<file path="config.mk">
export PLATFORM = sky130hd
export DESIGN_NAME = alarm_clock_with_button_setting_top
export DESIGN_NICKNAME = d
export VERILOG_FILES = /design/src/sv/acbs_pkg.sv /design/src/sv/acbs_in_stage.sv /design/src/sv/acbs_core.sv /design/src/sv/acbs_out_stage.sv /design/src/sv/alarm_clock_with_button_setting_top.sv
export VERILOG_INCLUDE_DIRS = /design/src /design/src/sv
export SDC_FILE = /design/constraint.sdc
export NUM_CORES = 1
export LEC_CHECK = 0
export ABC_CLOCK_PERIOD_IN_PS = 8800
export CORE_ASPECT_RATIO = 1.75
export CORE_UTILIZATION = 45
export DETAILED_ROUTE_END_ITERATION = 16
export DONT_BUFFER_PORTS = 1
export GPL_TIMING_DRIVEN = 0
export SYNTH_ARGS = -nofsm -noshare
export SYNTH_HDL_FRONTEND = slang
export SYNTH_HIERARCHICAL = 1
export SYNTH_SLANG_ARGS = --single-unit
</file>
<file path="constraint.sdc">
create_clock -name clk -period 8.8 [get_ports clk]
set_input_delay 0.44 -clock clk [delete_from_list [all_inputs] [get_ports clk]]
set_output_delay 0.44 -clock clk [all_outputs]
set_load 0.02 [all_outputs]
</file>
<file path="src/sv/assert_macros.svh">
// Assertion macros used by the alarm clock RTL.
`ifndef ASSERT_MACROS_SVH
`define ASSERT_MACROS_SVH

`ifndef ASSERT_OFF
// Clocked check that is switched off while reset is held.
`define ACBS_ASSERT(lbl, clk, rst_n, prop) \
  lbl: assert property (@(posedge clk) disable iff (!rst_n) prop) \
    else $error("acbs assertion failed");
// Clocked check that also holds during reset.
`define ACBS_ASSERT_ALWAYS(lbl, clk, prop) \
  lbl: assert property (@(posedge clk) prop) \
    else $error("acbs assertion failed");
`else
`define ACBS_ASSERT(lbl, clk, rst_n, prop)
`define ACBS_ASSERT_ALWAYS(lbl, clk, prop)
`endif

`endif

</file>
<file path="src/sv/acbs_pkg.sv">
// Types, constants and the alarm check function of the alarm clock block.
package acbs_pkg;

  localparam logic CMD_TICK    = 1'b0;
  localparam logic CMD_BUTTONS = 1'b1;

  typedef enum logic [1:0] {
    MODE_CLOCK     = 2'd0,
    MODE_MENU      = 2'd1,
    MODE_SET_ALARM = 2'd2,
    MODE_SET_TIME  = 2'd3
  } mode_t;

  localparam logic [1:0] FIELD_HOURS   = 2'd0;
  localparam logic [1:0] FIELD_MINUTES = 2'd1;
  localparam logic [1:0] FIELD_SECONDS = 2'd2;
  localparam logic [1:0] FIELD_NONE    = 2'd3;

  localparam logic [4:0] HOUR_MAX = 5'd23;
  localparam logic [5:0] MIN_MAX  = 6'd59;
  localparam logic [5:0] SEC_MAX  = 6'd59;
  localparam logic [5:0] HOUR_LIM = 6'd24;
  localparam logic [5:0] MIN_LIM  = 6'd60;
  localparam logic [5:0] SEC_LIM  = 6'd60;

  localparam logic [7:0] RING_SECONDS_RESET = 8'd10;

  typedef struct packed {
    logic command;
    logic btn_mode;
    logic btn_accept;
    logic btn_up;
    logic btn_down;
  } in_item_t;

  typedef struct packed {
    logic [4:0] hours;
    logic [5:0] minutes;
    logic [5:0] seconds;
    logic [4:0] alarm_hours;
    logic [5:0] alarm_minutes;
    logic [5:0] alarm_seconds;
    logic [1:0] ui_mode;
    logic       menu_index;
    logic [1:0] edit_field;
    logic       alarm_on;
    logic       ringing;
  } out_item_t;

  // Rings if enabled, unguarded, h and m >= alarm's, and s >= alarm's or m > alarm's.
  function automatic logic alarm_active(
    input logic       en,
    input logic       guard,
    input logic [4:0] h,
    input logic [5:0] m,
    input logic [5:0] s,
    input logic [4:0] al_h,
    input logic [5:0] al_m,
    input logic [5:0] al_s
  );
    return en && !guard && (h >= al_h) && (m >= al_m) && ((s >= al_s) || (m > al_m));
  endfunction

endpackage

</file>
<file path="src/sv/acbs_in_stage.sv">
// Input register stage of the alarm clock block.
module acbs_in_stage import acbs_pkg::*; (
  input  logic     clk,
  input  logic     rst_n,
  input  logic     in_valid,
  output logic     in_stall,
  input  in_item_t in_data,
  input  logic     take,
  output logic     vld,
  output in_item_t item
);

  logic     vld_r, vld_nxt;
  in_item_t item_r;
  logic     acc;

  assign in_stall = vld_r && !take;
  assign acc      = in_valid && !in_stall;

  always_comb begin
    vld_nxt = vld_r;
    if (acc) begin
      vld_nxt = 1'b1;
    end else if (take) begin
      vld_nxt = 1'b0;
    end
  end

  always_ff @(posedge clk) begin
    if (!rst_n) begin
      vld_r <= 1'b0;
    end else begin
      vld_r <= vld_nxt;
    end
  end

  always_ff @(posedge clk) begin
    if (acc) begin
      item_r <= in_data;
    end
  end

  assign vld  = vld_r;
  assign item = item_r;

endmodule

</file>
<file path="src/sv/acbs_core.sv">
// Clock, alarm and menu state with the per-beat update logic.
`include "assert_macros.svh"

module acbs_core import acbs_pkg::*; (
  input  logic      clk,
  input  logic      rst_n,
  input  logic      step,
  input  in_item_t  item,
  input  logic      cfg_we,
  input  logic [7:0] cfg_wdata,
  output out_item_t snap_nxt
);

  localparam int BTN_MODE = 0;
  localparam int BTN_ACC  = 1;
  localparam int BTN_UP   = 2;
  localparam int BTN_DOWN = 3;

  logic [4:0] hour_r, al_hour_r, hour_nxt, al_hour_nxt;
  logic [5:0] min_r, sec_r, al_min_r, al_sec_r;
  logic [5:0] min_nxt, sec_nxt, al_min_nxt, al_sec_nxt;
  logic       al_en_r, guard_r, menu_r, al_en_nxt, guard_nxt, menu_nxt;
  logic [7:0] ring_cnt_r, ring_cnt_nxt, ring_sec_r;
  logic [1:0] field_r, field_nxt;
  logic [3:0] prev_btn_r, prev_btn_nxt;
  mode_t      mode_r, mode_mid, mode_nxt;

  logic [3:0] btn_now, btn_edge;
  logic       is_btn, menu_mid, edit_mode;

  function automatic logic [5:0] step_val(input logic [5:0] v, input logic [5:0] lim,
                                          input logic up);
    logic [5:0] inc;
    inc = v + 6'd1;
    if (up) begin
      return (inc >= lim || inc == 6'd0) ? 6'd0 : inc;
    end
    return (v == 6'd0) ? lim - 6'd1 : v - 6'd1;
  endfunction

  assign is_btn    = (item.command == CMD_BUTTONS);
  assign btn_now   = {item.btn_down, item.btn_up, item.btn_accept, item.btn_mode};
  assign btn_edge  = btn_now & ~prev_btn_r;
  assign edit_mode = (mode_r == MODE_SET_ALARM) || (mode_r == MODE_SET_TIME);
  assign menu_mid  = menu_r ^ ((mode_r == MODE_MENU) && btn_edge[BTN_UP])
                            ^ ((mode_r == MODE_MENU) && btn_edge[BTN_DOWN]);

  // Mode next: mode edge unless accept held, then accept edge on updated mode.
  always_comb begin
    mode_mid = mode_r;
    if (btn_edge[BTN_MODE] && !item.btn_accept) begin
      mode_mid = (mode_r != MODE_CLOCK) ? MODE_CLOCK : MODE_MENU;
    end
    mode_nxt = mode_mid;
    if (btn_edge[BTN_ACC]) begin
      unique case (mode_mid)
        MODE_MENU:      mode_nxt = menu_mid ? MODE_SET_TIME : MODE_SET_ALARM;
        MODE_SET_ALARM: begin
          if (item.btn_mode || field_r >= FIELD_SECONDS) begin
            mode_nxt = MODE_CLOCK;
          end
        end
        MODE_CLOCK:     mode_nxt = mode_mid;
        MODE_SET_TIME:  mode_nxt = mode_mid;
      endcase
    end
    if (!is_btn) begin
      mode_nxt = mode_r;
    end
  end

  // Datapath: time, alarm setting, guard, ring count, menu and field.
  always_comb begin
    logic       edit_go;
    logic       edit_up;
    logic [1:0] f;
    logic [2:0] fn;
    hour_nxt     = hour_r;
    min_nxt      = min_r;
    sec_nxt      = sec_r;
    al_hour_nxt  = al_hour_r;
    al_min_nxt   = al_min_r;
    al_sec_nxt   = al_sec_r;
    al_en_nxt    = al_en_r;
    guard_nxt    = guard_r;
    ring_cnt_nxt = ring_cnt_r;
    menu_nxt     = menu_r;
    field_nxt    = field_r;
    prev_btn_nxt = prev_btn_r;
    edit_go      = 1'b0;
    edit_up      = 1'b0;
    f            = field_r;
    fn           = 3'd0;
    if (!is_btn) begin
      if (mode_r != MODE_SET_TIME) begin
        sec_nxt = sec_r + 6'd1;
        if (sec_nxt > SEC_MAX) begin
          sec_nxt = 6'd0;
          min_nxt = min_r + 6'd1;
        end
        if (min_nxt > MIN_MAX) begin
          min_nxt  = 6'd0;
          hour_nxt = hour_r + 5'd1;
        end
        if (hour_nxt > HOUR_MAX) begin
          hour_nxt = 5'd0;
          min_nxt  = 6'd0;
          sec_nxt  = 6'd0;
        end
        if (al_en_r && hour_nxt == al_hour_r && min_nxt == al_min_r
            && sec_nxt == al_sec_r) begin
          guard_nxt = 1'b0;
        end
        if (alarm_active(al_en_r, guard_nxt, hour_nxt, min_nxt, sec_nxt,
                         al_hour_r, al_min_r, al_sec_r)) begin
          ring_cnt_nxt = ring_cnt_r + 8'd1;
        end
        if (ring_cnt_nxt >= ring_sec_r) begin
          ring_cnt_nxt = 8'd0;
          al_en_nxt    = 1'b0;
        end
      end
    end else begin
      prev_btn_nxt = btn_now;
      menu_nxt     = menu_mid;
      // Up edit first, then down edit on top of it.
      for (int k = 0; k < 2; k++) begin
        edit_up = (k == 0);
        edit_go = edit_up ? btn_edge[BTN_UP] : btn_edge[BTN_DOWN];
        if (edit_go && edit_mode) begin
          if (mode_r == MODE_SET_ALARM) begin
            unique case (field_r)
              FIELD_HOURS:   al_hour_nxt = 5'(step_val({1'b0, al_hour_nxt}, HOUR_LIM, edit_up));
              FIELD_MINUTES: al_min_nxt  = step_val(al_min_nxt, MIN_LIM, edit_up);
              FIELD_SECONDS: al_sec_nxt  = step_val(al_sec_nxt, SEC_LIM, edit_up);
              FIELD_NONE:    al_sec_nxt  = al_sec_nxt;
            endcase
          end else begin
            unique case (field_r)
              FIELD_HOURS:   hour_nxt = 5'(step_val({1'b0, hour_nxt}, HOUR_LIM, edit_up));
              FIELD_MINUTES: min_nxt  = step_val(min_nxt, MIN_LIM, edit_up);
              FIELD_SECONDS: sec_nxt  = step_val(sec_nxt, SEC_LIM, edit_up);
              FIELD_NONE:    sec_nxt  = sec_nxt;
            endcase
          end
        end
      end
      if (btn_edge[BTN_ACC]) begin
        unique case (mode_mid)
          MODE_MENU: begin
            if (!menu_mid) begin
              field_nxt = FIELD_HOURS;
            end
          end
          MODE_SET_ALARM: begin
            if (item.btn_mode) begin
              al_en_nxt = 1'b0;
              f         = FIELD_HOURS;
            end
            if (f >= FIELD_SECONDS) begin
              field_nxt = FIELD_HOURS;
              al_en_nxt = 1'b1;
              if (al_hour_nxt <= hour_nxt || al_min_nxt <= min_nxt
                  || al_sec_nxt <= sec_nxt) begin
                guard_nxt = 1'b1;
              end
            end else begin
              field_nxt = f + 2'd1;
            end
          end
          MODE_SET_TIME: begin
            fn = {1'b0, field_r} + 3'd1;
            if (fn > 3'd2 && !item.btn_mode) begin
              fn = 3'd0;
            end
            field_nxt = fn[1:0];
          end
          MODE_CLOCK: begin
            if (alarm_active(al_en_nxt, guard_nxt, hour_nxt, min_nxt, sec_nxt,
                             al_hour_nxt, al_min_nxt, al_sec_nxt)) begin
              ring_cnt_nxt = 8'd0;
              al_en_nxt    = 1'b0;
            end
          end
        endcase
      end
    end
  end

  // Snapshot of the state after this beat.
  always_comb begin
    snap_nxt.hours         = hour_nxt;
    snap_nxt.minutes       = min_nxt;
    snap_nxt.seconds       = sec_nxt;
    snap_nxt.alarm_hours   = al_hour_nxt;
    snap_nxt.alarm_minutes = al_min_nxt;
    snap_nxt.alarm_seconds = al_sec_nxt;
    snap_nxt.ui_mode       = mode_nxt;
    snap_nxt.menu_index    = menu_nxt;
    snap_nxt.edit_field    = field_nxt;
    snap_nxt.alarm_on      = al_en_nxt;
    snap_nxt.ringing       = alarm_active(al_en_nxt, guard_nxt, hour_nxt, min_nxt, sec_nxt,
                                          al_hour_nxt, al_min_nxt, al_sec_nxt);
  end

  always_ff @(posedge clk) begin
    if (!rst_n) begin
      hour_r     <= 5'd0;
      min_r      <= 6'd0;
      sec_r      <= 6'd0;
      al_hour_r  <= 5'd0;
      al_min_r   <= 6'd0;
      al_sec_r   <= 6'd0;
      al_en_r    <= 1'b0;
      guard_r    <= 1'b0;
      ring_cnt_r <= 8'd0;
      mode_r     <= MODE_CLOCK;
      menu_r     <= 1'b0;
      field_r    <= FIELD_HOURS;
      prev_btn_r <= 4'd0;
    end else if (step) begin
      hour_r     <= hour_nxt;
      min_r      <= min_nxt;
      sec_r      <= sec_nxt;
      al_hour_r  <= al_hour_nxt;
      al_min_r   <= al_min_nxt;
      al_sec_r   <= al_sec_nxt;
      al_en_r    <= al_en_nxt;
      guard_r    <= guard_nxt;
      ring_cnt_r <= ring_cnt_nxt;
      mode_r     <= mode_nxt;
      menu_r     <= menu_nxt;
      field_r    <= field_nxt;
      prev_btn_r <= prev_btn_nxt;
    end
  end

  always_ff @(posedge clk) begin
    if (!rst_n) begin
      ring_sec_r <= RING_SECONDS_RESET;
    end else if (cfg_we) begin
      ring_sec_r <= cfg_wdata;
    end
  end

  `ACBS_ASSERT(a_time_range, clk, rst_n, (hour_r <= HOUR_MAX) && (min_r <= MIN_MAX) && (sec_r <= SEC_MAX))
  `ACBS_ASSERT(a_alarm_range, clk, rst_n, (al_hour_r <= HOUR_MAX) && (al_min_r <= MIN_MAX) && (al_sec_r <= SEC_MAX))
  `ACBS_ASSERT(a_settime_holds, clk, rst_n, (step && !is_btn && mode_r == MODE_SET_TIME) |=> ($stable(sec_r) && $stable(min_r) && $stable(hour_r)))
  `ACBS_ASSERT(a_idle_holds, clk, rst_n, !step |=> ($stable(al_hour_r) && $stable(mode_r) && $stable(ring_cnt_r)))

endmodule

</file>
<file path="src/sv/acbs_out_stage.sv">
// Result register stage of the alarm clock block.
module acbs_out_stage import acbs_pkg::*; (
  input  logic      clk,
  input  logic      rst_n,
  input  logic      vld,
  input  out_item_t snap,
  output logic      take,
  output logic      out_valid,
  input  logic      out_stall,
  output out_item_t out_data
);

  logic      out_valid_r, out_valid_nxt;
  out_item_t data_r;

  assign take          = !out_valid_r || !out_stall;
  assign out_valid_nxt = take ? vld : out_valid_r;

  always_ff @(posedge clk) begin
    if (!rst_n) begin
      out_valid_r <= 1'b0;
    end else begin
      out_valid_r <= out_valid_nxt;
    end
  end

  always_ff @(posedge clk) begin
    if (take && vld) begin
      data_r <= snap;
    end
  end

  assign out_valid = out_valid_r;
  assign out_data  = data_r;

endmodule

</file>
<file path="src/sv/alarm_clock_with_button_setting_top.sv">
// A beat accepted into the input register moves on to the result register, which raises out_valid.
// Throughput: one beat per cycle while out_stall is low; the state update is one pass of logic between the registers.
// A new input beat is taken while a finished result still waits in the result register, if the input register is empty.
// Reset (rst_n low at a rising edge, synchronous) clears time, alarm, menu and both stages.
// After reset ring_seconds holds 10 and cfg_ready is always high.
module alarm_clock_with_button_setting_top import acbs_pkg::*; (
  input  logic       clk,
  input  logic       rst_n,
  input  logic       in_valid,
  output logic       in_stall,
  input  in_item_t   in_data,
  output logic       out_valid,
  input  logic       out_stall,
  output out_item_t  out_data,
  input  logic       cfg_valid,
  output logic       cfg_ready,
  input  logic [7:0] cfg_data
);

  // The input stage holds one beat; it advances whenever the result register can take it.
  logic      vld;
  logic      take;
  logic      step;
  in_item_t  item;
  out_item_t snap_nxt;

  // The state registers move exactly when a beat passes from the input stage to the result
  // register, so every beat updates the state once and yields exactly one result.
  assign step = vld && take;

  // The single configuration register can always be written.
  assign cfg_ready = 1'b1;

  acbs_in_stage u_in (
    .clk      (clk),
    .rst_n    (rst_n),
    .in_valid (in_valid),
    .in_stall (in_stall),
    .in_data  (in_data),
    .take     (take),
    .vld      (vld),
    .item     (item)
  );

  // The core computes the next state and the result snapshot from the held beat.
  acbs_core u_core (
    .clk       (clk),
    .rst_n     (rst_n),
    .step      (step),
    .item      (item),
    .cfg_we    (cfg_valid && cfg_ready),
    .cfg_wdata (cfg_data),
    .snap_nxt  (snap_nxt)
  );

  // The result register parts the output handshake from the input side.
  acbs_out_stage u_out (
    .clk       (clk),
    .rst_n     (rst_n),
    .vld       (vld),
    .snap      (snap_nxt),
    .take      (take),
    .out_valid (out_valid),
    .out_stall (out_stall),
    .out_data  (out_data)
  );

endmodule
</file>
==> impl_metrics.csv, run 1 <==
group,metric,value,unit
status,outcome,"finished clean",
worst_setup_path,arrival,8.12,ns
worst_hold_path,hp-class,"input pin to flip-flop",
grt,grt_util_met2,0.557,
layout,nets,1339,
yosys,synthFlopType,"dfxtp_1",
yosys,yosysSeqAreaShare,0.271,
layout,finish.utilization,0.495,
yosys,avgSynthCellArea,7.95,um2
clock_network,cts_tree,"yes",
floorplanning,ios,62,
clock_network,h-tree-depth,3,
drt,detail-route-antenna-nets,0,
yosys,synth_edf_count,46,
yosys,synth_top_area_frac,0.142,
sta,fin_ws,0.990,ns
drt,dr.first_iter.drc_count,695,
floorplanning,start_util,0.462,
pwr,p_leak,4.09,nW
pwr,power_density,121,nW/um2
floorplanning,row_count,70,
sta,final.min_clock_period,7.81,ns
sta,worst_slew_pin_slew,1.16,ns
layout,drive_gt1_frac,0.0619,
yosys,synth_async_sr_flop_share,0,
grt,antenna_found_initial,1,
yosys,yosysUniqueCellTypes,99,
clock_network,holdBufCountCts,0,
floorplanning,core,21100,um2
drt,drc,0,
clock_network,cts_setup_buffers,0,
sta,fmax,0.128,GHz
drt,routed_wl,33.9,mm
grt,gr-max-usage-layer,"met2",
yosys,netlist_area,9760,um2
placement,port_buffers,0,
grt,grt_util_met3,0.0504,
sta,tns,0,ns
placement,dpl_worst_slack,1.11,ns
worst_setup_path,required,9.11,ns
pwr,vdd_drop_max,0.0744,mV
drt,vias,9590,
placement,post_dp_cell_area,10100,um2
worst_setup_path,critical_path_peak_fanout,10,
sta,relSlewSlack,0.224,
sta,rsz0062_at_grt,"false",
placement,dp_hpwl,26.1,mm
clock_network,clockBufferDepth,2,
sta,setup_viol,0,
grt,gr-total-overflow,0,
sta,skew,0.0134,ns
grt,grt_util_met1,0.316,
layout,fill_cells,2147,
worst_setup_path,path_class,"flip-flop to flip-flop",
yosys,synth_top_cells_by_area,"edfxtp_1, dfxtp_1, ha_1",
sta,finalCritPeriodShare,0.887,
yosys,yosys_warnings,6,
yosys,yosysTopAreaCell,"edfxtp_1",
clock_network,cts_root_buffer,"clkbuf_16",
drt,first_pass_iters,6,
worst_setup_path,critPathCaptureType,"flip-flop",
grt,grt_max_degree,25,
drt,via_per_inst,6.26,
floorplanning,dieArea,22300,um2
layout,final_area,10500,um2
run,maxCapViolCount,0,
clock_network,cts.sinks,109,
layout,area_delta_synth_final,7.18,%
clock_network,clk_latency,0.38,ns
yosys,synth-seq-cells,109,
sta,finalMaxSlewViolations,0,
yosys,syn_nets,1327,
sta,hold_viol,0,
floorplanning,die_h,197,um
floorplanning,die_w,113,um
placement,place.gp.congestion,1.03,
clock_network,cts_resized,0,
yosys,synth_cells,1227,
grt,grt_first_pass_wirelength,51.7,mm
grt,grt_usage,0.309,
drt,wire_per_inst,22.1,um
worst_setup_path,crit_path_start_kind,"flip-flop",
layout,diodes,0,
grt,grt_pass1_vias,9266,
clock_network,cts_made_buffers,9,
clock_network,clk_pin_slew,0.09,ns
==> flip-flops by register name, summed over array words and instances, names as in the netlist, 6 cells and up <==
signal	flops
u_core/al_min_r	6
u_core/al_sec_r	6
u_core/min_r	6
u_core/ring_cnt_r	8
u_core/ring_sec_r	8
u_core/sec_r	6
u_out/out_data	41
==> cells in the final DEF, fill, tap and decap left out, types with 24 or more instances in the layout <==
cell type,count
a21o_1,36
a21oi_1,91
a31oi_1,30
clkbuf_1,66
dfxtp_1,63
edfxtp_1,46
ha_1,82
inv_1,63
mux2i_1,24
nand2_1,133
nand3_1,41
nor2_1,84
nor3_1,33
o21ai_0,74
==> final timing paths <==
check,startpoint,endpoint,slack [ns],cells past startpoint
hold / removal,in_data[0],u_in/item[0],0.15,0
setup reg to reg,u_core/sec_r[0],u_core/ring_cnt_r[6],0.99,27
hold reg to reg,u_core/prev_btn_r[1],u_core/prev_btn_r[1],0.46,2
setup / recovery,u_core/sec_r[0],u_core/ring_cnt_r[6],0.99,27
==> power by group <==
part           total [mW]  leakage (nW)  internal, mW  switching [mW]
Clock               0.437         0.152         0.206           0.231
Combinational       0.259          2.98        0.0877           0.172
Sequential          0.572         0.952         0.549          0.0226
==> logic make-up (layout without fill, tap and decap cells) <==
| logic type | after synthesis | after routing | share of synthesized area |
|---|---|---|---|
| other cells | 1 | 1 | 0.000384 |
| buf+inv | 148 | 165 | 0.0607 |
| xor+xnor | 29 | 29 | 0.0260 |
| compound gates | 399 | 399 | 0.279 |
| fa+ha+maj | 82 | 82 | 0.105 |
| simple gates | 426 | 426 | 0.222 |
| flops | 109 | 109 | 0.271 |
| mux | 33 | 33 | 0.0354 |
==> per-stage QoR <==
step / hold slack [ns] / instances / total power [mW]
2_1_floorplan: 0.431 / 1227 / 0.754
3_3_place_gp: 0.442 / 1515 / 0.835
3_5_place_dp: 0.450 / 1516 / 0.837
4_1_cts: 0.139 / 1532 / 1.28
5_1_grt: 0.132 / 1532 / 1.32
6_report: 0.151 / 1532 / 1.27
==> critical path, cell delays in order, from the launching register on <==
cell	delay, ns
dfxtp_1	0.45
ha_1	0.22
buf_2	0.23
nand4_1	0.36
a22oi_4	0.46
mux2_4	0.38
a21oi_2	0.44
nand2_1	0.13
xor2_1	0.14
nand2b_1	0.27
inv_1	0.08
ha_1	0.29
and4_1	0.19
nand3_1	0.18
o31a_1	0.35
a221oi_1	0.28
and2_1	0.21
clkbuf_1	0.38
xnor2_1	0.19
ha_1	0.25
nand2b_1	0.14
a21o_1	0.18
a21o_1	0.17
a211oi_1	0.21
o21ai_0	0.22
a211oi_1	0.93
o21ai_0	0.21
a31oi_1	0.21
==> per-layer routing <==
layer	up-vias	part of all wire
met1	4544	0.37
met5	-	0
met2	365	0.51
li1	4564	-
met4	0	0.071
met3	117	0.052
==> synth_stat cells (8+ instances only) <==
cell type and count:
o22ai_1 8, mux2i_1 24, xnor2_1 16, nand2b_1 23, a31oi_1 30, xor2_1 13, clkbuf_1 66, nand3_1 41
o21a_1 16, edfxtp_1 46, nand2_1 133, inv_1 63, and3_1 18, a211oi_1 17, and2_1 19, nor2_1 84
a21o_1 36, o31ai_1 8, o211ai_1 11, nor2b_1 12, mux2_2 8, ha_1 82, a22oi_1 12, a21oi_1 91
nand4_1 13, dfxtp_1 63, o21ai_0 74, nor3_1 33
==> layout make-up <==
type / instances / area, um2 / share of cell area
Clock inverter: 7 / 88.8 / 0.00849
Tap cell: 288 / 360 / 0.0345
Clock buffer: 9 / 225 / 0.0215
Timing Repair Buffer: 1 / 20.0 / 0.00191
Inverter: 65 / 244 / 0.0233
Multi-Input combinational cell: 970 / 6530 / 0.624
Sequential cell: 109 / 2640 / 0.253
Buffer: 83 / 348 / 0.0333
Power figures use the tool's default switching activity.
==> inputs of run 2 (changes only) <==
GPL_ROUTABILITY_DRIVEN = 0   (was default)
RECOVER_POWER = 100   (was default)
==> impl_metrics.csv, run 2 (synthesis gave the netlist of run 1 again) <==
group,metric,value,unit
status,outcome,"finished with violations",
status,failed_checks,"capacitance limit, slew limit",
sta,worst_slew_pin_slew,1.68,ns
clock_network,clk_latency,0.38,ns
clock_network,cts_tree,"yes",
floorplanning,row_count,70,
sta,rsz0062_at_grt,"false",
worst_setup_path,required,9.10,ns
sta,setup_viol,0,
clock_network,cts_setup_buffers,0,
layout,diodes,0,
worst_setup_path,arrival,8.29,ns
sta,final.min_clock_period,7.98,ns
clock_network,clk_pin_slew,0.08,ns
grt,grt_util_met2,0.556,
drt,vias,9620,
layout,final_cell_mix,"nand2_1, a21oi_1, nor2_1, ha_1, o21ai_0",
grt,grt_usage,0.309,
placement,port_buffers,0,
grt,grt_first_pass_wirelength,52.0,mm
layout,area_delta_synth_final,6.59,%
layout,finish.utilization,0.493,
clock_network,clockBufferDepth,2,
layout,multi_input_area,6470,um2
drt,drc,0,
grt,grt_pass1_vias,9398,
pwr,vdd_drop_max,0.0736,mV
worst_setup_path,critPathCaptureType,"flip-flop",
sta,finalCritPeriodShare,0.907,
placement,dp_hpwl,25.6,mm
sta,hold_viol,0,
floorplanning,core,21100,um2
sta,fmax,0.125,GHz
grt,grt_util_met1,0.316,
worst_setup_path,crit_path_start_kind,"flip-flop",
grt,grt_util_met3,0.0495,
layout,nets,1339,
worst_hold_path,hp-class,"input pin to flip-flop",
sta,relSlewSlack,-0.117,
drt,detail-route-antenna-nets,0,
drt,dr.first_iter.drc_count,758,
drt,via_per_inst,6.28,
floorplanning,die_w,113,um
grt,antenna_found_initial,0,
grt,gr-max-usage-layer,"met2",
clock_network,cts_made_buffers,9,
sta,whs,0.156,ns
clock_network,holdBufCountCts,0,
drt,routed_wl,33.4,mm
worst_setup_path,path_class,"flip-flop to flip-flop",
drt,wire_per_inst,21.8,um
placement,dpl_worst_slack,1.10,ns
floorplanning,start_util,0.462,
worst_setup_path,critical_path_peak_fanout,10,
pwr,power_density,125,nW/um2
sta,tns,0,ns
grt,grt_max_degree,28,
clock_network,cts_resized,0,
layout,fill_cells,2164,
floorplanning,ios,62,
pwr,p_leak,4.07,nW
clock_network,h-tree-depth,3,
sta,fin_ws,0.816,ns
layout,drive_gt1_frac,0.0482,
clock_network,cts_root_buffer,"clkbuf_16",
floorplanning,die_h,197,um
layout,largest_reg_flops,41,
run,maxCapViolCount,2,
drt,first_pass_iters,7,
layout,regArea,2640,um2
sta,skew,0.0140,ns
floorplanning,dieArea,22300,um2
sta,finalMaxSlewViolations,34,
clock_network,cts.sinks,109,
layout,layout_commonest_cell,"nand2_1",
grt,gr-total-overflow,0,
[run 2: cell types whose count changed in the layout (fill, tap and decap cells not counted), sizes merged]
cell    delta
buf        -3
clkbuf     +4
clkinv     -3
bufinv     +2
[run 2: critical path, cell delays in order (launching register included)]
cell and delay [ns]:
dfxtp_1 0.44, ha_1 0.21, buf_2 0.22, nand4_1 0.35, a22oi_4 0.42, mux2_1 0.46
a21oi_2 0.47, nand2_1 0.13, xor2_1 0.16, nand2b_1 0.25, inv_1 0.08, ha_1 0.29
and4_1 0.19, nand3_1 0.19, o31a_1 0.36, a221oi_1 0.31, and2_0 0.23, clkbuf_1 0.37
xnor2_1 0.19, ha_1 0.25, nand2b_1 0.14, a21o_1 0.17, a21o_1 0.17, a211oi_1 0.23
o21ai_0 0.23, a211oi_1 0.95, o21ai_0 0.21, a31oi_1 0.22
[run 2: worst paths after layout]
| path | slack [ns] | endpoint | depth (start not counted) | start |
|---|---|---|---|---|
| max reg2reg | 0.82 | u_core/ring_cnt_r[6] | 27 | u_core/sec_r[0] |
| min reg2reg | 0.46 | u_core/prev_btn_r[1] | 2 | u_core/prev_btn_r[1] |
| min | 0.16 | u_in/item[1] | 0 | in_data[1] |
| max | 0.82 | u_core/ring_cnt_r[6] | 27 | u_core/sec_r[0] |
[run 2: layer usage]
metal	part of all wire	vias to the layer above
li1	-	4552
met1	0.36	4492
met2	0.51	423
met3	0.054	153
met4	0.081	0
met5	0	-
[run 2: power by group]
group	internal [mW]	switching [mW]	total, mW
registers	0.550	0.0223	0.572
clock network	0.257	0.216	0.473
logic	0.0855	0.169	0.254
[run 2: through the flow]
stage          std cells  power (mW)  instance area [um2]
3_5_place_dp        1516       0.834                10100
6_report            1532        1.30                10400
4_1_cts             1532        1.31                10500
5_1_grt             1532        1.35                10400
3_3_place_gp        1515       0.832                10100
2_1_floorplan       1227       0.754                 9760
[run 2: layout make-up]
| class | count | area share |
|---|---|---|
| clock buffers | 10 | 0.0220 |
| plain buffers | 83 | 0.0334 |
| multi-input cells | 970 | 0.622 |
| repair buffers | 1 | 0.000361 |
| well taps | 288 | 0.0346 |
| flip-flops and latches | 109 | 0.254 |
| inverters | 65 | 0.0235 |
| clock inverters | 6 | 0.0101 |
